## src/hw/rtl/rgbnv_pkg.sv

```systemverilog
// ----------------------------------------------------------------------------
// rgbnv_pkg
// Types, coefficients and codes shared by the RGB to NV12 converter.
// ----------------------------------------------------------------------------
package rgbnv_pkg;

  localparam int CFG_DW = 13;
  localparam int CFG_IW = 2;
  localparam int OFF_W  = 24;

  localparam logic [CFG_IW-1:0] CFG_IDX_WIDTH  = 2'd0;
  localparam logic [CFG_IW-1:0] CFG_IDX_HEIGHT = 2'd1;
  localparam logic [CFG_IW-1:0] CFG_IDX_MIRROR = 2'd2;

  localparam logic [CFG_DW-1:0] WIDTH_RST  = 13'd640;
  localparam logic [CFG_DW-1:0] HEIGHT_RST = 13'd480;

  // Luma, Q16
  localparam logic [23:0] Y_R = 24'd19595;
  localparam logic [23:0] Y_G = 24'd38470;
  localparam logic [23:0] Y_B = 24'd7471;

  // Chroma on four-pixel sums, Q18
  localparam logic signed [27:0] U_R  = -28'sd11076;
  localparam logic signed [27:0] U_G  = -28'sd21692;
  localparam logic signed [27:0] U_B  = 28'sd32768;
  localparam logic signed [27:0] V_R  = 28'sd32768;
  localparam logic signed [27:0] V_G  = -28'sd27460;
  localparam logic signed [27:0] V_B  = -28'sd5308;
  localparam logic signed [27:0] C_BIAS = 28'sd33554432;

  typedef struct packed {
    logic [7:0] blue;
    logic [7:0] green;
    logic [7:0] red;
  } pix_t;

  // Column pair sums, one line store entry
  typedef struct packed {
    logic [8:0] b;
    logic [8:0] g;
    logic [8:0] r;
  } psum_t;

  typedef struct packed {
    logic chroma;  // item closes a 2x2 block and emits U and V
    logic dbl;     // final even row paired with itself
    logic fend;    // last pixel of the frame
  } flags_t;

  typedef struct packed {
    logic [OFF_W-1:0] luma_off;
    logic [OFF_W-1:0] chroma_off;
    logic [7:0]       y;
    logic [7:0]       u;
    logic [7:0]       v;
    flags_t           flags;
  } res_t;

  typedef enum logic [1:0] {
    SLOT_LUMA,
    SLOT_U,
    SLOT_V
  } slot_t;

  // Floor a signed Q18 value to a byte, clamp to 0..255
  function automatic logic [7:0] q18_to_byte(input logic signed [27:0] v);
    logic [7:0] res;
    if (v[27]) begin
      res = 8'd0;
    end else if (v[26]) begin
      res = 8'd255;
    end else begin
      res = v[25:18];
    end
    return res;
  endfunction

endpackage

```

## src/hw/rtl/rgbnv_calc.sv

```systemverilog
// ----------------------------------------------------------------------------
// rgbnv_calc
// Offsets, luma and chroma sums in one stage, chroma bytes in the next.
// ----------------------------------------------------------------------------
module rgbnv_calc
  import rgbnv_pkg::*;
#(
  parameter int MAX_WIDTH  = 4096,
  parameter int MAX_HEIGHT = 4096,
  localparam int CW = $clog2(MAX_WIDTH),
  localparam int RW = (MAX_HEIGHT > 1) ? $clog2(MAX_HEIGHT) : 1,
  localparam int WW = $clog2(MAX_WIDTH + 1),
  localparam int PW = RW + WW + 1,
  localparam int OW = (PW > OFF_W) ? PW : OFF_W
) (
  input  logic          clk,
  input  logic          rst_n,
  input  logic [WW-1:0] w_eff,
  input  logic          mirror,
  input  logic          s1_valid,
  input  logic [CW-1:0] s1_col,
  input  logic [RW-1:0] s1_row,
  input  pix_t          s1_pix,
  input  psum_t         s1_sum,
  input  flags_t        s1_flags,
  input  psum_t         mem_rdata,
  output logic          s1_take,
  input  logic          s3_take,
  output logic          s3_valid_r,
  output res_t          s3_r
);

  logic             s2_valid_r, s2_ready, s3_ready;
  logic [OFF_W-1:0] s2_luma_off_r, s2_chroma_off_r;
  logic [7:0]       s2_y_r;
  logic [9:0]       s2_sr_r, s2_sg_r, s2_sb_r;
  flags_t           s2_flags_r;

  logic [WW-1:0]    mir_col, xo, xc;
  logic [OW-1:0]    luma_full, chroma_full;
  logic [23:0]      y_acc;
  logic [9:0]       sr, sg, sb;
  logic signed [27:0] sr_s, sg_s, sb_s, u_acc, v_acc;
  res_t             s3_nxt;

  assign s3_ready = !s3_valid_r || s3_take;
  assign s2_ready = !s2_valid_r || s3_ready;
  assign s1_take  = s1_valid && s2_ready;

  // Offsets, luma and four-pixel sums
  always_comb begin
    mir_col     = w_eff - WW'(1) - WW'(s1_col);
    xo          = mirror ? mir_col : WW'(s1_col);
    xc          = mirror ? mir_col : WW'(s1_col) - WW'(1);
    luma_full   = OW'(s1_row) * OW'(w_eff) + OW'(xo);
    chroma_full = OW'(s1_row >> 1) * OW'(w_eff) + OW'(xc);
    y_acc       = 24'(s1_pix.red) * Y_R + 24'(s1_pix.green) * Y_G
                + 24'(s1_pix.blue) * Y_B;
    if (s1_flags.dbl) begin
      sr = {s1_sum.r, 1'b0};
      sg = {s1_sum.g, 1'b0};
      sb = {s1_sum.b, 1'b0};
    end else begin
      sr = 10'(s1_sum.r) + 10'(mem_rdata.r);
      sg = 10'(s1_sum.g) + 10'(mem_rdata.g);
      sb = 10'(s1_sum.b) + 10'(mem_rdata.b);
    end
  end

  // Chroma bytes
  always_comb begin
    sr_s  = $signed({18'd0, s2_sr_r});
    sg_s  = $signed({18'd0, s2_sg_r});
    sb_s  = $signed({18'd0, s2_sb_r});
    u_acc = U_R * sr_s + U_G * sg_s + U_B * sb_s + C_BIAS;
    v_acc = V_R * sr_s + V_G * sg_s + V_B * sb_s + C_BIAS;
    s3_nxt.luma_off   = s2_luma_off_r;
    s3_nxt.chroma_off = s2_chroma_off_r;
    s3_nxt.y          = s2_y_r;
    s3_nxt.u          = q18_to_byte(u_acc);
    s3_nxt.v          = q18_to_byte(v_acc);
    s3_nxt.flags      = s2_flags_r;
  end

  always_ff @(posedge clk) begin
    if (!rst_n) begin
      s2_valid_r <= 1'b0;
      s3_valid_r <= 1'b0;
    end else begin
      if (s2_ready) begin
        s2_valid_r <= s1_valid;
      end
      if (s3_ready) begin
        s3_valid_r <= s2_valid_r;
      end
    end
  end

  always_ff @(posedge clk) begin
    if (s1_take) begin
      s2_luma_off_r   <= luma_full[OFF_W-1:0];
      s2_chroma_off_r <= chroma_full[OFF_W-1:0];
      s2_y_r          <= y_acc[23:16];
      s2_sr_r         <= sr;
      s2_sg_r         <= sg;
      s2_sb_r         <= sb;
      s2_flags_r      <= s1_flags;
    end
    if (s3_ready && s2_valid_r) begin
      s3_r <= s3_nxt;
    end
  end

endmodule

```

## config.mk

```make
export PLATFORM = sky130hd
export DESIGN_NAME = rgbnv_calc
export DESIGN_NICKNAME = d
export VERILOG_FILES = /design/src/hw/rtl/rgbnv_pkg.sv /design/src/hw/rtl/rgbnv_calc.sv
export SDC_FILE = /design/constraint.sdc
export NUM_CORES = 2
export LEC_CHECK = 0
export ABC_AREA = 1
export BUFFER_PORTS_ARGS = -buffer_cell sky130_fd_sc_hd__buf_2
export CORE_MARGIN = 4
export CORE_UTILIZATION = 50
export DETAILED_ROUTE_END_ITERATION = 16
export PLACE_DENSITY = 0.8
export SLEW_MARGIN = 20
export SYNTH_ARGS = -nofsm -noshare
export SYNTH_HDL_FRONTEND = slang
export SYNTH_SLANG_ARGS = --single-unit
```

## constraint.sdc

```tcl
create_clock -name clk -period 6.4 [get_ports clk]
set_input_delay 1.28 -clock clk [delete_from_list [all_inputs] [get_ports clk]]
set_output_delay 1.28 -clock clk [all_outputs]
set_load 0.1 [all_outputs]
```

==> results.md <==
* Status: finished with violations
* Violated checks: setup timing
* Unique masters post-synth at 50
* Compound-Gate Fraction of Synth Area at 0.0763
* Post-synth top area share at 0.283
* Initial Util at 0.506
* Most common cell after layout, fill and taps aside: inv_1
* Yosys reg bits at 166
* DRT iter0 DRCs at 2435
* Syn Nets at 5831
* Hold buffers post-CTS at 0
* Slew margin rel. at 0.404
* Gpl congestion at 0.981
* P&R area growth vs syn at 25.3%
* Cell mode on critical path: nand2_1
* Ys flop type: edfxtp_1
* Number of placement rows at 100
* Post-synth ARST share at 0
* Main combinational cell family by area after synthesis: adder cells
* Io pins at 200
* Final setup fails at 19
* Ant diodes at 0
* Vias at 33500
* Die Width at 283 um
* Final Slew Violations at 0
* WP data arrival at 6.90 ns
* Cell type with the highest aggregate area in the netlist: fa_1
* Drt total wl at 114000 um
* Clock sink count at 166
* Max Cap Viol at 0
* Most frequent cells in the layout: inv_1, nand2_1, buf_4, ha_1, fa_1
* Clock root buffer: clkbuf_16
* Mux cell area share after synthesis at 0
* Worst-Margin Slew at 0.893 ns
* Die Ht at 283 um
* Crit end category: flip-flop
* Post-synthesis sequential area ratio at 0.131
* Syn Inst Count at 4551
* DR WL/cell at 18.1 um
* Syn avg cell area at 8.33 sq um
* WHS at 0.418 ns
* First-pass GRT wire length at 177000 um
* Core area at 74800 sq um
* HP Class: flip-flop to flip-flop
* Global Route Usage Sum at 0.274
* Setup CP Type: flip-flop to flip-flop
* # port buffers at 199
* Met1 WL at 45800 um
* Layout cells sized above 1 at 0.240
* Final period utilization at 1.04
* Final antenna-violating net count at 0
* Drt via density at 5.35
* Slowest Stage Delay on Critical Path at 0.71 ns
* Clock slew at reported path FFs at 0.07 ns
* Adder-cell share of the synthesized area at 0.488
* Pre-antenna DRT Iters at 7
* Cell area after synthesis at 37900 sq um
* CP max-delay cell: fa_2
* Clock Tree Buf Depth at 2
* Largest net degree at the start of global routing at 60
* Number of global-route vias before repair at 34900
* Worst-Skew Late Latency at 0.49 ns
* Drt drc at 0
* Die area at 80300 sq um
* WL met2 at 54000 um
* Max Freq at 150 MHz
* Endpoints failing hold at 0
* Initial antenna violation count at 1
* WL met3 at 8440 um
* Highest routed layer: met5
* H-tree levels at 4
* Post-synth EDFFs at 164
* CP top delay family: adder cells
* Final worst setup slack at -0.266 ns
* Simple-gate portion of the synthesized area at 0.151
* Nets@finish at 6568
* Worst Skew at 0.0181 ns
* Hpwl dp at 93200 um
* Synth top area cells: fa_1, ha_1, edfxtp_1
* Clock buffer count from CTS at 17
* Tmin final at 6.67 ns
* Yosys warning total at 0
* Worst path required time at 6.64 ns
* CP Buf/Inv Count at 4
* CTS tree: yes
* Worst-path maximum fanout at 5
* GR Overflow Total at 0
* CP startpoint kind: flip-flop
* Xor and xnor area share after synthesis at 0.0368
* RSZ-0062 raised after global routing: yes
[what timing repair did]
action,in CTS,in global routing
resized for setup,193,354
buffers inserted,22,36
pin swaps,80,136
endpoints found under the setup margin,24,40
[cell type report]
type	count	area [sq um]
well taps	969	1210
inverters	1141	4300
fillers	5924	27400
clock buffers	17	425
flip-flops and latches	166	4960
repair buffers	755	5270
multi-input cells	3207	31200
clock inverters	14	139
[final timing paths]
path / to / slack (ns) / start / cells past startpoint
setup reg to reg: s3_r[18]$_SDFFCE_PP0P_ / -0.27 / s2_sg_r[2]$_DFFE_PP_ / 27
hold reg to reg: s3_r[68]$_DFFE_PP_ / 0.42 / s2_luma_off_r[17]$_DFFE_PP_ / 0
setup / recovery: s3_r[18]$_SDFFCE_PP0P_ / -0.27 / s2_sg_r[2]$_DFFE_PP_ / 27
hold / removal: s3_r[68]$_DFFE_PP_ / 0.42 / s2_luma_off_r[17]$_DFFE_PP_ / 0
[cell usage after synthesis, types with 3 or more instances]
master,number
nand3b_1,12
o21bai_1,18
nand3_1,148
a21o_1,21
o21a_1,6
a21boi_0,4
xnor2_1,69
o21ai_1,24
xor2_1,90
o21ai_2,5
nor2_1,230
a21oi_2,5
ha_1,621
inv_2,4
nand2_2,10
inv_1,1136
nor3_1,20
nor2_2,9
edfxtp_1,164
a21oi_1,261
nand3_2,3
fa_1,536
nor4_2,3
nand4_1,59
o211ai_1,4
or2_2,6
o21ai_0,148
nor3_2,6
nor4_1,8
clkbuf_1,35
and2_1,4
nand2_1,842
a31oi_1,18
[cells by family (layout without fill, tap and decap cells)]
group | Yosys count | in the layout
and+or+nand+nor | 1364 | 1364
buffers and inverters | 1178 | 1927
adders and majority gates | 1157 | 1157
AOI/OAI and AO/OA | 527 | 527
DFF | 166 | 166
xor gates and xnor gates | 159 | 159
[registers in the layout, summed over array words and instances (netlist names)]
| signal | flops |
|---|---|
| s2_sr_r | 10 |
| s2_flags_r | 3 |
| s2_chroma_off_r | 24 |
| s3_valid_r | 1 |
| s2_luma_off_r | 24 |
| s2_valid_r | 1 |
| s3_r | 75 |
| s2_sb_r | 10 |
| s2_sg_r | 10 |
| s2_y_r | 8 |
[metal layers]
metal | vias up | global-route usage
met1 | 16100 | 0.353
li1 | 15700 | -
met4 | 2 | 0.105
met3 | 343 | 0.0475
met2 | 1348 | 0.464
met5 | - | 0
[metrics by stage]
| step | cells | TNS [ns] | util | worst slack [ns] | instance area (sq um) |
|---|---|---|---|---|---|
| finish | 6269 | -3.86 | 0.634 | -0.266 | 47500 |
| global route | 6269 | -6.84 | 0.634 | -0.422 | 47500 |
| CTS | 6234 | -0.00340 | 0.610 | -0.00322 | 45600 |
| detailed placement | 6182 | -16.51 | 0.587 | -0.734 | 43900 |
| global placement | 6182 | -11.90 | 0.587 | -0.694 | 43900 |
| floorplan | 4551 | -1.17 | - | -0.259 | 38100 |
Power is not shown: default switching activity piles up to over one toggle a cycle in this logic, so the estimate is an artifact.
