<file path="src/hw/rtl/rgbnv_pkg.sv">
// ----------------------------------------------------------------------------
// rgbnv_pkg
// Types, coefficients and codes shared by the RGB to NV12 converter.
// ----------------------------------------------------------------------------
package rgbnv_pkg;

  localparam int CFG_DW = 13;
  localparam int CFG_IW = 2;
  localparam int OFF_W  = 24;

  localparam logic [CFG_IW-1:0] CFG_IDX_WIDTH  = 2'd0;
  localparam logic [CFG_IW-1:0] CFG_IDX_HEIGHT = 2'd1;
  localparam logic [CFG_IW-1:0] CFG_IDX_MIRROR = 2'd2;

  localparam logic [CFG_DW-1:0] WIDTH_RST  = 13'd640;
  localparam logic [CFG_DW-1:0] HEIGHT_RST = 13'd480;

  // Luma, Q16
  localparam logic [23:0] Y_R = 24'd19595;
  localparam logic [23:0] Y_G = 24'd38470;
  localparam logic [23:0] Y_B = 24'd7471;

  // Chroma on four-pixel sums, Q18
  localparam logic signed [27:0] U_R  = -28'sd11076;
  localparam logic signed [27:0] U_G  = -28'sd21692;
  localparam logic signed [27:0] U_B  = 28'sd32768;
  localparam logic signed [27:0] V_R  = 28'sd32768;
  localparam logic signed [27:0] V_G  = -28'sd27460;
  localparam logic signed [27:0] V_B  = -28'sd5308;
  localparam logic signed [27:0] C_BIAS = 28'sd33554432;

  typedef struct packed {
    logic [7:0] blue;
    logic [7:0] green;
    logic [7:0] red;
  } pix_t;

  // Column pair sums, one line store entry
  typedef struct packed {
    logic [8:0] b;
    logic [8:0] g;
    logic [8:0] r;
  } psum_t;

  typedef struct packed {
    logic chroma;  // item closes a 2x2 block and emits U and V
    logic dbl;     // final even row paired with itself
    logic fend;    // last pixel of the frame
  } flags_t;

  typedef struct packed {
    logic [OFF_W-1:0] luma_off;
    logic [OFF_W-1:0] chroma_off;
    logic [7:0]       y;
    logic [7:0]       u;
    logic [7:0]       v;
    flags_t           flags;
  } res_t;

  typedef enum logic [1:0] {
    SLOT_LUMA,
    SLOT_U,
    SLOT_V
  } slot_t;

  // Floor a signed Q18 value to a byte, clamp to 0..255
  function automatic logic [7:0] q18_to_byte(input logic signed [27:0] v);
    logic [7:0] res;
    if (v[27]) begin
      res = 8'd0;
    end else if (v[26]) begin
      res = 8'd255;
    end else begin
      res = v[25:18];
    end
    return res;
  endfunction

endpackage

</file>
<file path="src/hw/rtl/rgbnv_front.sv">
// ----------------------------------------------------------------------------
// rgbnv_front
// Raster position tracking, even-column hold, pair sums and line store access.
// ----------------------------------------------------------------------------
module rgbnv_front
  import rgbnv_pkg::*;
#(
  parameter int MAX_WIDTH  = 4096,
  parameter int MAX_HEIGHT = 4096,
  localparam int CW    = $clog2(MAX_WIDTH),
  localparam int RW    = (MAX_HEIGHT > 1) ? $clog2(MAX_HEIGHT) : 1,
  localparam int WW    = $clog2(MAX_WIDTH + 1),
  localparam int HW    = $clog2(MAX_HEIGHT + 1),
  localparam int DEPTH = MAX_WIDTH / 2,
  localparam int AW    = (DEPTH > 1) ? $clog2(DEPTH) : 1
) (
  input  logic          clk,
  input  logic          rst_n,
  input  logic [WW-1:0] w_eff,
  input  logic [HW-1:0] h_eff,
  input  logic          in_valid,
  output logic          in_stall,
  input  pix_t          in_pix,
  input  logic          s1_take,
  output logic          s1_valid_r,
  output logic [CW-1:0] s1_col_r,
  output logic [RW-1:0] s1_row_r,
  output pix_t          s1_pix_r,
  output psum_t         s1_sum_r,
  output flags_t        s1_flags_r,
  output logic          mem_we,
  output logic          mem_re,
  output logic [AW-1:0] mem_addr,
  output psum_t         mem_wdata
);

  localparam int HX = HW + 1;

  logic [CW-1:0] col_r, col_nxt, cur_col, idx_full;
  logic [RW-1:0] row_r, row_nxt, cur_row;
  logic [HX-1:0] row_pre;
  pix_t          held_r;
  logic          accept, wrap, last_col, last_row, odd, even_row;
  psum_t         sum;
  flags_t        flags;

  assign in_stall = s1_valid_r && !s1_take;
  assign accept   = in_valid && !in_stall;

  always_comb begin
    // Normalize a stale position left by a smaller frame
    wrap    = WW'(col_r) >= w_eff;
    cur_col = wrap ? '0 : col_r;
    row_pre = wrap ? HX'(row_r) + HX'(1) : HX'(row_r);
    if (row_pre >= HX'(h_eff)) begin
      row_pre = '0;
    end
    cur_row  = row_pre[RW-1:0];
    last_col = WW'(cur_col) == (w_eff - WW'(1));
    last_row = HW'(cur_row) == (h_eff - HW'(1));
    odd      = cur_col[0];
    even_row = !cur_row[0];

    col_nxt = last_col ? '0 : cur_col + CW'(1);
    row_nxt = cur_row;
    if (last_col) begin
      row_nxt = last_row ? '0 : cur_row + RW'(1);
    end

    sum.r = 9'(held_r.red)   + 9'(in_pix.red);
    sum.g = 9'(held_r.green) + 9'(in_pix.green);
    sum.b = 9'(held_r.blue)  + 9'(in_pix.blue);

    flags.chroma = odd && (!even_row || last_row);
    flags.dbl    = odd && even_row && last_row;
    flags.fend   = last_row && last_col;

    idx_full  = cur_col >> 1;
    mem_addr  = idx_full[AW-1:0];
    mem_wdata = sum;
    // Writes land on even rows, reads on odd rows, so an entry is never
    // read and written at the same edge.
    mem_we    = accept && odd && even_row;
    mem_re    = accept && odd && !even_row;
  end

  always_ff @(posedge clk) begin
    if (!rst_n) begin
      col_r      <= '0;
      row_r      <= '0;
      held_r     <= '0;
      s1_valid_r <= 1'b0;
    end else begin
      if (accept) begin
        col_r      <= col_nxt;
        row_r      <= row_nxt;
        s1_valid_r <= 1'b1;
        if (!odd) begin
          held_r <= in_pix;
        end
      end else if (s1_take) begin
        s1_valid_r <= 1'b0;
      end
    end
  end

  always_ff @(posedge clk) begin
    if (accept) begin
      s1_col_r   <= cur_col;
      s1_row_r   <= cur_row;
      s1_pix_r   <= in_pix;
      s1_sum_r   <= sum;
      s1_flags_r <= flags;
    end
  end

endmodule

</file>
<file path="config.mk">
export PLATFORM = sky130hd
export DESIGN_NAME = rgbnv_front
export DESIGN_NICKNAME = d
export VERILOG_FILES = /design/src/hw/rtl/rgbnv_pkg.sv /design/src/hw/rtl/rgbnv_front.sv
export SDC_FILE = /design/constraint.sdc
export NUM_CORES = 1
export LEC_CHECK = 0
export BUFFER_PORTS_ARGS = -buffer_cell sky130_fd_sc_hd__buf_2
export CAP_MARGIN = 20
export CORE_MARGIN = 4
export CORE_UTILIZATION = 50
export DETAILED_ROUTE_END_ITERATION = 8
export HOLD_SLACK_MARGIN = 0.08
export PLACE_DENSITY = 0.75
export SLEW_MARGIN = 40
export SYNTH_ARGS = -nofsm -noshare
export SYNTH_HDL_FRONTEND = slang
export SYNTH_SLANG_ARGS = --single-unit
</file>
<file path="constraint.sdc">
create_clock -name clk -period 5.69 [get_ports clk]
set_input_delay 0.2845 -clock clk [delete_from_list [all_inputs] [get_ports clk]]
set_output_delay 0.2845 -clock clk [all_outputs]
set_load 0.1 [all_outputs]
</file>
==> results of run 1 <==
==> synthesized netlist by cell type (3+ instances only) <==
cell type	count	area, sq um
a21oi_1	38	190
o31ai_1	8	60.1
o21ai_0	25	125
nand3b_1	4	30.0
a211oi_1	4	30.0
buf_4	11	82.6
and2_1	13	81.3
a31oi_1	3	18.8
nor2b_1	5	31.3
nand2_1	84	315
nand4b_1	4	35.0
nand3_1	21	105
xor2_1	13	114
or3_1	4	25.0
o211a_1	3	30.0
o21bai_1	6	45.0
a21o_1	9	67.6
xnor2_1	52	455
inv_1	62	233
nor4_1	8	50.1
nor3_1	28	140
edfxtp_1	78	2340
o21ai_2	3	26.3
nor3b_1	4	30.0
nand2b_1	7	43.8
o211ai_1	4	30.0
and4_1	3	26.3
o22ai_1	3	18.8
o31ai_2	5	62.6
nor2_1	29	109
ha_1	54	676
dfxtp_1	49	981
nand4_1	12	75.1
a21boi_0	32	240
clkbuf_1	21	78.8
and3_1	23	144
fa_1	3	60.1
==> final timing paths <==
path | startpoint | end | cells past startpoint
min reg2reg | held_r[6] | held_r[6] | 2
min | in_pix[18] | s1_pix_r[18] | 1
max reg2reg | col_r[11] | row_r[7] | 21
max | col_r[11] | row_r[7] | 21
==> routing by layer <==
layer  part of all wire  vias to the layer above  track usage
met4              0.011                        0       0.0578
met1               0.45                     3035        0.302
met3              0.072                       13       0.0424
li1                   -                     3182            -
met2               0.47                      243        0.363
met5                  0                        -            0
==> logic make-up (layout without fill, tap and decap cells) <==
kind of cell,count (synthesis),count (layout)
fa+ha+maj,57,57
flops,127,127
xor+xnor,66,66
buf+inv,99,288
compound gates,167,167
simple gates,262,262
mux,5,5
==> registers in the layout (all words and copies together) (netlist names), 3 cells and up <==
name and flops:
s1_sum_r 27, held_r 24, s1_pix_r 24, col_r 12
row_r 12, s1_col_r 12, s1_row_r 12, s1_flags_r 3
==> through the flow <==
stage / worst slack, ns / util / power [mW]
final: 0.378 / 0.621 / 3.02
after global routing: 0.00158 / 0.621 / 3.13
after CTS: 0.215 / 0.620 / 3.04
after detailed placement: 0.191 / 0.578 / 1.96
after global placement: 0.374 / 0.577 / 1.95
after floorplan: 0.725 / - / 1.81
==> power by group through the flow <==
stage	clock network, mW	registers, mW	logic [mW]
final	1.07	1.07	0.881
after global routing	1.13	1.07	0.920
after CTS	1.09	1.07	0.883
after detailed placement	0	1.08	0.877
after global placement	0	1.08	0.871
after floorplan	0	1.38	0.426
==> timing repair <==
item	4_1_cts	5_1_grt
hold endpoints to repair	5	0
hold buffers	5	0
endpoints found under the setup margin	0	16
resized for setup	0	3
==> layout make-up <==
class | instances | area [sq um] | share of cell area
inverter | 62 | 234 | 0.0249
timing repair buffer | 194 | 1040 | 0.111
tap | 188 | 235 | 0.0250
multi-input combinational | 557 | 3980 | 0.423
sequential | 127 | 3320 | 0.353
clock buffer | 19 | 433 | 0.0460
clock inverter | 13 | 164 | 0.0174
==> worst max-delay path, cell delays in order (launching register included) <==
cell and delay (ns):
dfxtp_1 0.48, ha_1 0.32, and4b_4 0.22, and2_4 0.17
a221o_2 0.47, o211a_1 0.28, xnor2_2 0.21, inv_1 0.16
ha_1 0.32, nand4_1 0.12, nor3_1 0.22, o31ai_1 0.12
and3_2 0.31, nand2b_1 0.19, inv_1 0.08, buf_4 0.16
a2bb2oi_1 0.15, nand4_1 0.09, or4_4 0.45, nor3b_4 0.34
buf_4 0.24, o31ai_1 0.09
==> layout by cell type, fill, tap and decap left out, types with 6 or more instances in the layout <==
cell type | netlist | layout
nand3_1 | 21 | 21
edfxtp_1 | 78 | 78
a21o_1 | 9 | 9
inv_1 | 62 | 61
o21ai_0 | 25 | 25
nor4_1 | 8 | 8
dfxtp_1 | 49 | 49
o21bai_1 | 6 | 6
clkbuf_16 | 0 | 17
xnor2_1 | 52 | 51
nand4_1 | 12 | 12
xor2_1 | 13 | 13
nand2b_1 | 7 | 7
nor3_1 | 28 | 26
nand2_1 | 84 | 82
and3_1 | 23 | 22
ha_1 | 54 | 54
a21oi_1 | 38 | 38
and2_1 | 13 | 13
o31ai_1 | 8 | 8
buf_4 | 11 | 15
nor2_1 | 29 | 27
a21boi_0 | 32 | 32
buf_2 | 2 | 173
==> impl_metrics.csv, run 1 <==
group,metric,value,unit
logic_synthesis,yosysWarnings,0,
timing,max_slew_margin,0.462,
logic_synthesis,synth_compound_area_frac,0.155,
logic_synthesis,syn_avg_cell_area,9.83,sq um
timing,grt_setup_unrepaired,"no",
logic_synthesis,synth-main-ff-cell,"edfxtp_1",
timing,drv_slew,0,
logic_synthesis,synth-edff-count,78,
power,cellPowerDensity,321,mW/mm^2
timing,hold_ws,0.0981,ns
hold_path,hp-class,"primary input to flop",
floorplanning,die_w,132,um
cts,clk_latency,0.41,ns
global_route,grt_antenna_before_repair,0,
power,seq_power_share,0.353,
logic_synthesis,seq_area_frac_synth,0.432,
power,p_leak,4.13,nW
logic_synthesis,synth_area,0.00770,sq mm
timing,finalSetupViolCount,0,
floorplanning,pin_count,174,
logic_synthesis,synthAdderAreaFrac,0.0956,
route,num_vias,6473,
cts,clk_pin_slew,0.06,ns
cts,post_cts_buffers,0,
cts,cts_tree,"done",
timing,finalSetupTns,0,ns
power,p_sw,1.14,mW
cts,cts_buffer_depth,2,
logic_synthesis,yosys.area_share.xor_xnor,0.0770,
power,ir_worst_vdd,187,uV
power,pwr-share-comb,0.292,
timing,hold_viol_final,0,
global_route,first_global_vias,6033,
setup_path,critPathRequiredTime,5.97,ns
logic_synthesis,synthMuxAreaShare,0.00748,
placed_design,finalWeightedCongestion,0.923,
setup_path,ff2ff_setup_slack,0.38,ns
timing,tightest_slew,0.799,ns
floorplanning,coreArea,0.0151,sq mm
timing,fin_skew,0.0125,ns
logic_synthesis,synth_async_sr_flop_share,0,
final_layout,final_area,0.00941,sq mm
route,postRouteWirelength,19700,um
cts,cts_buffers,17,
setup_path,end_kind,"flop",
logic_synthesis,yosys.area_share.simple,0.178,
run,maxCapViolCount,0,
global_route,grt_pass1_wl,31300,um
final_layout,drive_gt1_frac,0.258,
cts,htree_levels,4,
setup_path,critPathKind,"flop to flop",
setup_path,cp.arrival,5.59,ns
floorplanning,dieArea,0.0174,sq mm
timing,fin_crit,5.31,ns
global_route,grt_start_max_net_pins,89,
power,switching_share,0.377,
route,antenna_left,0,
final_layout,diodes,0,
logic_synthesis,synth-seq-cells,127,
power,clkPwrFrac,0.356,
final_layout,fillers,1267,
final_layout,fin_nets,1070,
final_layout,area_growth,22.2,%
logic_synthesis,synth_nets,894,
route,drcViolationCount,0,
timing,fmax,188,MHz
placed_design,dp.cells,1123,
setup_path,startpoint_type,"flop",
logic_synthesis,syn_inst,783,
route,detail_route.wl_per_cell,16.9,um
global_route,grt.overflow.total,0,
route,first_pass_iters,5,
floorplanning,rows,45,
power,p_int,1.88,mW
route,via_per_inst,5.58,
timing,finalCritPeriodShare,0.934,
cts,cts_root_buffer,"clkbuf_16",
setup_path,cp_max_fo,16,
floorplanning,die-height,132,um
logic_synthesis,synth_top_family_by_area,"simple AND/OR/NAND/NOR gates",
floorplanning,initial_utilization,0.508,
final_layout,stdcell_count,1160,
global_route,grt.total_usage,0.221,
placed_design,numPortBuffers,173,
status,outcome,"completed",
placed_design,dpl.hpwl,15100,um
cts,cts_sinks,127,
logic_synthesis,synth.distinct_cells,74,
placed_design,place_area,0.00875,sq mm
route,first_iter_violations,356,
No activity file was read; power rests on OpenSTA's default activity.
==> run 2: changes to the inputs <==
--- a/config.mk
+++ b/config.mk
@@ -8,10 +8,10 @@
 export BUFFER_PORTS_ARGS = -buffer_cell sky130_fd_sc_hd__buf_2
 export CAP_MARGIN = 20
 export CORE_MARGIN = 4
-export CORE_UTILIZATION = 50
+export CORE_UTILIZATION = 55
 export DETAILED_ROUTE_END_ITERATION = 8
 export HOLD_SLACK_MARGIN = 0.08
-export PLACE_DENSITY = 0.75
+export PLACE_DENSITY = 0.81
 export SLEW_MARGIN = 40
 export SYNTH_ARGS = -nofsm -noshare
 export SYNTH_HDL_FRONTEND = slang
==> run 2 against run 1 <==
  * Cell area fell by 1.3%
  * Sequential share of layout area grew 0.47 points
  * Wire length increased by 2.4%
  * Maximum frequency grew 3.5%
  * Hold slack improved by 0.0073 ns
  * Core utilization grew 6.9 points
  * Clock power about the same
  * Final cell count decreased by 1.7%
  * Non-clock buffer count fell by 7
  * Global-route usage up 2.8 points
  * First-iteration DRC count is 67% higher
  * Via count grew 1.9%
  * Largest power group unchanged
  * Highest routed layer unchanged
==> impl_metrics.csv, run 2 (synthesis gave the netlist of run 1 again) <==
group,metric,value,unit
setup_path,ff2ff_setup_slack,0.56,ns
cts,hold_buffers,1,
timing,max_slew_margin,0.469,
global_route,grt.overflow.total,0,
global_route,first_global_vias,6204,
cts,cts_tree,"done",
setup_path,cp_slowest_cell,"a221o_1",
setup_path,cp_max_fo,12,
route,first_iter_violations,593,
setup_path,reg2reg_depth,20,
setup_path,max_stage_delay,0.53,ns
timing,hold_ws,0.105,ns
setup_path,cpLargestDelayFamily,"compound AO/OA/AOI/OAI gates",
placed_design,numPortBuffers,173,
placed_design,dpl.hpwl,15300,um
floorplanning,initial_utilization,0.572,
timing,grt_setup_unrepaired,"no",
global_route,grtUsageMet3,0.0433,
setup_path,critical_path.endpoint,"row_r[7]",
power,finalPower,3.00,mW
final_layout,diodes,0,
cts,post_cts_buffers,0,
setup_path,startpoint_type,"flop",
timing,hold_viol_final,0,
global_route,grt_antenna_before_repair,0,
final_layout,reg_top3,"s1_sum_r x27, held_r x24, s1_pix_r x24",
global_route,grt_pass1_wl,32100,um
route,postRouteWirelength,20100,um
cts,cts_buffer_depth,2,
route,detail_route.wl_per_cell,17.7,um
cts,clk_pin_slew,0.06,ns
hold_path,hp-class,"primary input to flop",
power,cellPowerDensity,322,mW/mm^2
final_layout,drive_gt1_frac,0.246,
setup_path,critPathKind,"flop to flop",
timing,fmax,195,MHz
route,via_per_inst,5.79,
cts,cts_root_buffer,"clkbuf_16",
setup_path,timing.rr.end,"row_r[7]",
setup_path,critPathRequiredTime,5.96,ns
global_route,grt_use_met1,0.333,
final_layout,final_common_cell,"buf_2",
setup_path,end_kind,"flop",
timing,fin_skew,0.00843,ns
route,antenna_left,0,
floorplanning,die_w,126,um
floorplanning,coreArea,0.0135,sq mm
power,p_leak,4.09,nW
cts,cts_sinks,127,
setup_path,worstPathCellList,"ha_1 -> a21oi_1 -> o21ai_0 -> a221o_1 -> o211a_1 -> xnor2_1 -> inv_1 -> ha_1 -> nand4_1 -> nor3_1 -> o31ai_1 -> and3_1 -> nand2b_1 -> inv_1 -> o221a_2 -> nand4_1 -> or4_4 -> nor3b_4 -> buf_4 -> o31ai_1",
floorplanning,die-height,126,um
cts,cts_resized,0,
setup_path,crit_path_start,"col_r[6]",
global_route,busiest_layer,"met2",
route,drcViolationCount,0,
final_layout,top_register,"s1_sum_r",
cts,clk_latency,0.40,ns
floorplanning,pin_count,174,
setup_path,cp.arrival,5.40,ns
floorplanning,dieArea,0.0160,sq mm
setup_path,r2r-start,"col_r[6]",
timing,tightest_slew,0.797,ns
final_layout,fin_nets,1063,
final_layout,largest_reg_flops,27,
status,outcome,"completed",
run,maxCapViolCount,0,
timing,fin_crit,5.13,ns
floorplanning,rows,42,
final_layout,area_growth,20.6,%
power,ir_worst_vdd,200,uV
setup_path,cp.depth,20,
setup_path,path_buf_inv,3,
global_route,grt_start_max_net_pins,90,
final_layout,final_cell_mix,"buf_2, nand2_1, edfxtp_1, inv_1, ha_1",
timing,drv_slew,0,
global_route,gr-usage-met2,0.425,
placed_design,finalWeightedCongestion,0.943,
global_route,grt.total_usage,0.249,
route,first_pass_iters,5,
cts,htree_levels,4,
route,num_vias,6597,
timing,finalCritPeriodShare,0.902,
timing,finalSetupTns,0,ns
timing,finalSetupViolCount,0,
cts,cts_buffers,17,
run 2: where the power goes:
group | leakage [nW] | switching, mW | total (mW) | internal, mW
Combinational | 2.64 | 0.738 | 0.886 | 0.148
Clock | 0.281 | 0.356 | 1.04 | 0.689
Sequential | 1.17 | 0.0203 | 1.07 | 1.04
run 2: per-stage QoR:
step	setup slack (ns)	util	cell area, sq um	std cells
2_1_floorplan	0.725	-	7710	783
3_5_place_dp	0.587	0.646	8690	1107
3_3_place_gp	0.682	0.646	8690	1107
6_report	0.560	0.690	9290	1140
4_1_cts	0.626	0.689	9280	1139
5_1_grt	0.146	0.690	9290	1140
run 2: worst min-delay path by stage:
stage | endpoint | from | slack (ns) | cells past startpoint
after floorplan | s1_pix_r[0] | in_pix[0] | 0.38 | 0
after global placement | held_r[0] | held_r[0] | 0.46 | 2
after detailed placement | held_r[13] | held_r[13] | 0.46 | 2
after CTS | s1_pix_r[8] | in_pix[8] | 0.08 | 1
after global routing | s1_pix_r[8] | in_pix[8] | 0.09 | 1
final | s1_pix_r[8] | in_pix[8] | 0.11 | 1
run 2: worst reg2reg max path, stage by stage (launching register included):
cell and delay, ns:
dfxtp_1 0.46, ha_1 0.30, a21oi_1 0.13, o21ai_0 0.17
a221o_1 0.53, o211a_1 0.29, xnor2_1 0.33, inv_1 0.19
ha_1 0.33, nand4_1 0.12, nor3_1 0.07, o31ai_1 0.24
and3_1 0.23, nand2b_1 0.12, inv_1 0.22, o221a_2 0.23
nand4_1 0.06, or4_4 0.45, nor3b_4 0.18, buf_4 0.24
o31ai_1 0.11
run 2: final cells by class:
cell class	instances	area, sq um
fill	1040	4170
multi-input combinational	557	3960
sequential	127	3320
timing repair buffer	187	980
clock buffer	21	450
inverter	62	234
tap	176	220
clock inverter	10	120
run 2: routing by layer:
layer	wire length, um	part of all wire
met5	0	0
met4	274	0.014
met3	1660	0.082
met2	9570	0.48
met1	8630	0.43
==> run 3: changes to the inputs <==
--- a/config.mk
+++ b/config.mk
@@ -6,11 +6,11 @@
 export NUM_CORES = 1
 export LEC_CHECK = 0
 export BUFFER_PORTS_ARGS = -buffer_cell sky130_fd_sc_hd__buf_2
-export CAP_MARGIN = 20
 export CORE_MARGIN = 4
 export CORE_UTILIZATION = 55
 export DETAILED_ROUTE_END_ITERATION = 8
 export HOLD_SLACK_MARGIN = 0.08
+export MAX_ROUTING_LAYER = met4
 export PLACE_DENSITY = 0.81
 export SLEW_MARGIN = 40
 export SYNTH_ARGS = -nofsm -noshare
==> run 3 against run 2 <==
  * Wire length is 3.1% higher
  * Worst setup slack worse by 0.16 ns
  * Maximum frequency decreased by 3.0%
  * Clock-buffer cell count rose by 3
  * Die area unchanged
  * Final cell count is 0.61% higher
  * Sequential cell count unchanged
  * Clock skew grew 0.00067 ns
  * Largest power group unchanged
  * Highest routed layer unchanged
==> impl_metrics.csv, run 3 (synthesis gave the netlist of run 1 again) <==
group,metric,value,unit
power,ir_worst_vdd,198,uV
final_layout,fin_nets,1069,
floorplanning,rows,42,
run,maxCapViolCount,0,
timing,hold_ws,0.0950,ns
cts,clk_latency,0.41,ns
final_layout,final_area,0.00932,sq mm
final_layout,reg_top3,"s1_sum_r x27, held_r x24, s1_pix_r x24",
route,first_pass_iters,5,
timing,fmax,189,MHz
cts,cts_buffers,17,
timing,max_slew_margin,0.484,
final_layout,multi_input_area,0.00397,sq mm
route,num_vias,6565,
timing,finalSetupTns,0,ns
timing,hold_viol_final,0,
floorplanning,die-height,126,um
setup_path,critPathKind,"flop to flop",
floorplanning,dieArea,0.0160,sq mm
route,first_iter_violations,549,
setup_path,worstPathCellList,"ha_1 -> and4b_4 -> and2_4 -> a221o_1 -> o211a_1 -> xnor2_2 -> inv_1 -> ha_1 -> nand4_1 -> nor3_1 -> o31ai_1 -> and3_1 -> nand2b_1 -> inv_1 -> buf_4 -> a2bb2oi_1 -> nand4_1 -> or4_4 -> nor3b_4 -> buf_4 -> o31ai_1",
floorplanning,pin_count,174,
floorplanning,initial_utilization,0.572,
timing,fin_skew,0.00910,ns
final_layout,largest_reg_flops,27,
final_layout,fillers,1013,
global_route,grt_pass1_wl,32900,um
cts,cts_buffer_depth,2,
route,via_per_inst,5.72,
placed_design,dpl_worst_slack,0.358,ns
cts,clk_pin_slew,0.05,ns
global_route,first_global_vias,6277,
setup_path,critPathRequiredTime,5.97,ns
timing,finalSetupViolCount,0,
final_layout,area_growth,21.1,%
final_layout,final_common_cell,"buf_2",
setup_path,cp_max_fo,11,
setup_path,cp_slowest_cell,"dfxtp_1",
cts,cts_root_buffer,"clkbuf_16",
route,postRouteWirelength,20800,um
global_route,grt_start_max_net_pins,89,
timing,drv_slew,0,
setup_path,max_stage_delay,0.47,ns
global_route,grt.total_usage,0.265,
floorplanning,coreArea,0.0135,sq mm
timing,finalCritPeriodShare,0.929,
cts,htree_levels,4,
status,outcome,"completed",
route,detail_route.wl_per_cell,18.1,um
route,drcViolationCount,0,
placed_design,numPortBuffers,173,
power,p_leak,4.13,nW
setup_path,cp.arrival,5.57,ns
power,finalPower,2.97,mW
placed_design,dpl.hpwl,15600,um
route,antenna_left,0,
placed_design,finalWeightedCongestion,0.921,
floorplanning,die_w,126,um
timing,tightest_slew,0.774,ns
global_route,grt.overflow.total,0,
placed_design,place_area,0.00875,sq mm
power,cellPowerDensity,319,mW/mm^2
final_layout,diodes,0,
final_layout,drive_gt1_frac,0.255,
global_route,grt_antenna_before_repair,0,
timing,setup_slack,0.403,ns
setup_path,end_kind,"flop",
cts,cts_tree,"done",
timing,fin_crit,5.29,ns
cts,hold_buffers,0,
hold_path,hp-class,"primary input to flop",
setup_path,startpoint_type,"flop",
final_layout,seq_area,0.00332,sq mm
final_layout,top_register,"s1_sum_r",
cts,cts_sinks,127,
final_layout,final_cell_mix,"buf_2, nand2_1, edfxtp_1, inv_1, ha_1",
-- run 3: cell types whose count changed in the layout (fill, tap and decap cells not counted), sizes merged --
| cell | delta |
|---|---|
| buf | +8 |
| clkinv | -1 |
| bufinv | -1 |
| clkbuf | +3 |
| dlygate4sd3 | -2 |
-- run 3: final cells by class --
class                           instances  share of cell area
Timing Repair Buffer                  193               0.109
Multi-Input combinational cell        557               0.425
Clock buffer                           24              0.0506
Inverter                               62              0.0251
Tap cell                              176              0.0236
Sequential cell                       127               0.356
Clock inverter                          8             0.00966
-- run 3: where the power goes --
group / internal, mW / leakage [nW] / switching [mW] / total, mW
logic: 0.149 / 2.68 / 0.738 / 0.887
clock network: 0.662 / 0.282 / 0.359 / 1.02
registers: 1.04 / 1.17 / 0.0213 / 1.07
-- run 3: layer usage --
layer / GRT usage / wire length (um) / vias up
met4: 0.0732 / 323 / 0
met5: - / 0 / -
met2: 0.428 / 9930 / 292
li1: - / - / 3170
met1: 0.354 / 8890 / 3076
met3: 0.0370 / 1610 / 27
-- run 3: repair_timing --
action,4_1_cts,5_1_grt
setup endpoints to repair,0,6
buffers inserted,0,0
gates resized for setup,0,1
-- run 3: final timing paths --
| check | from | to | slack (ns) | depth (start not counted) |
|---|---|---|---|---|
| setup / recovery | col_r[11] | row_r[7] | 0.40 | 21 |
| setup reg to reg | col_r[11] | row_r[7] | 0.40 | 21 |
| hold / removal | in_pix[6] | s1_pix_r[6] | 0.09 | 1 |
| hold reg to reg | held_r[21] | held_r[21] | 0.47 | 2 |
-- run 3: per-stage QoR --
step,cells,util
after global routing,1147,0.693
after CTS,1147,0.693
after global placement,1115,0.650
final,1147,0.693
after floorplan,783,-
after detailed placement,1115,0.651
-- run 3: critical path, delay by kind of cell (launching register included) --
family / cells / cell delay, ns
AO/OA/AOI/OAI: 5 / 1.11
buffers and inverters: 4 / 0.63
flip-flops: 1 / 0.47
adder cells (fa/ha/maj): 2 / 0.64
AND/OR/NAND/NOR: 9 / 2.08
XOR/XNOR: 1 / 0.23
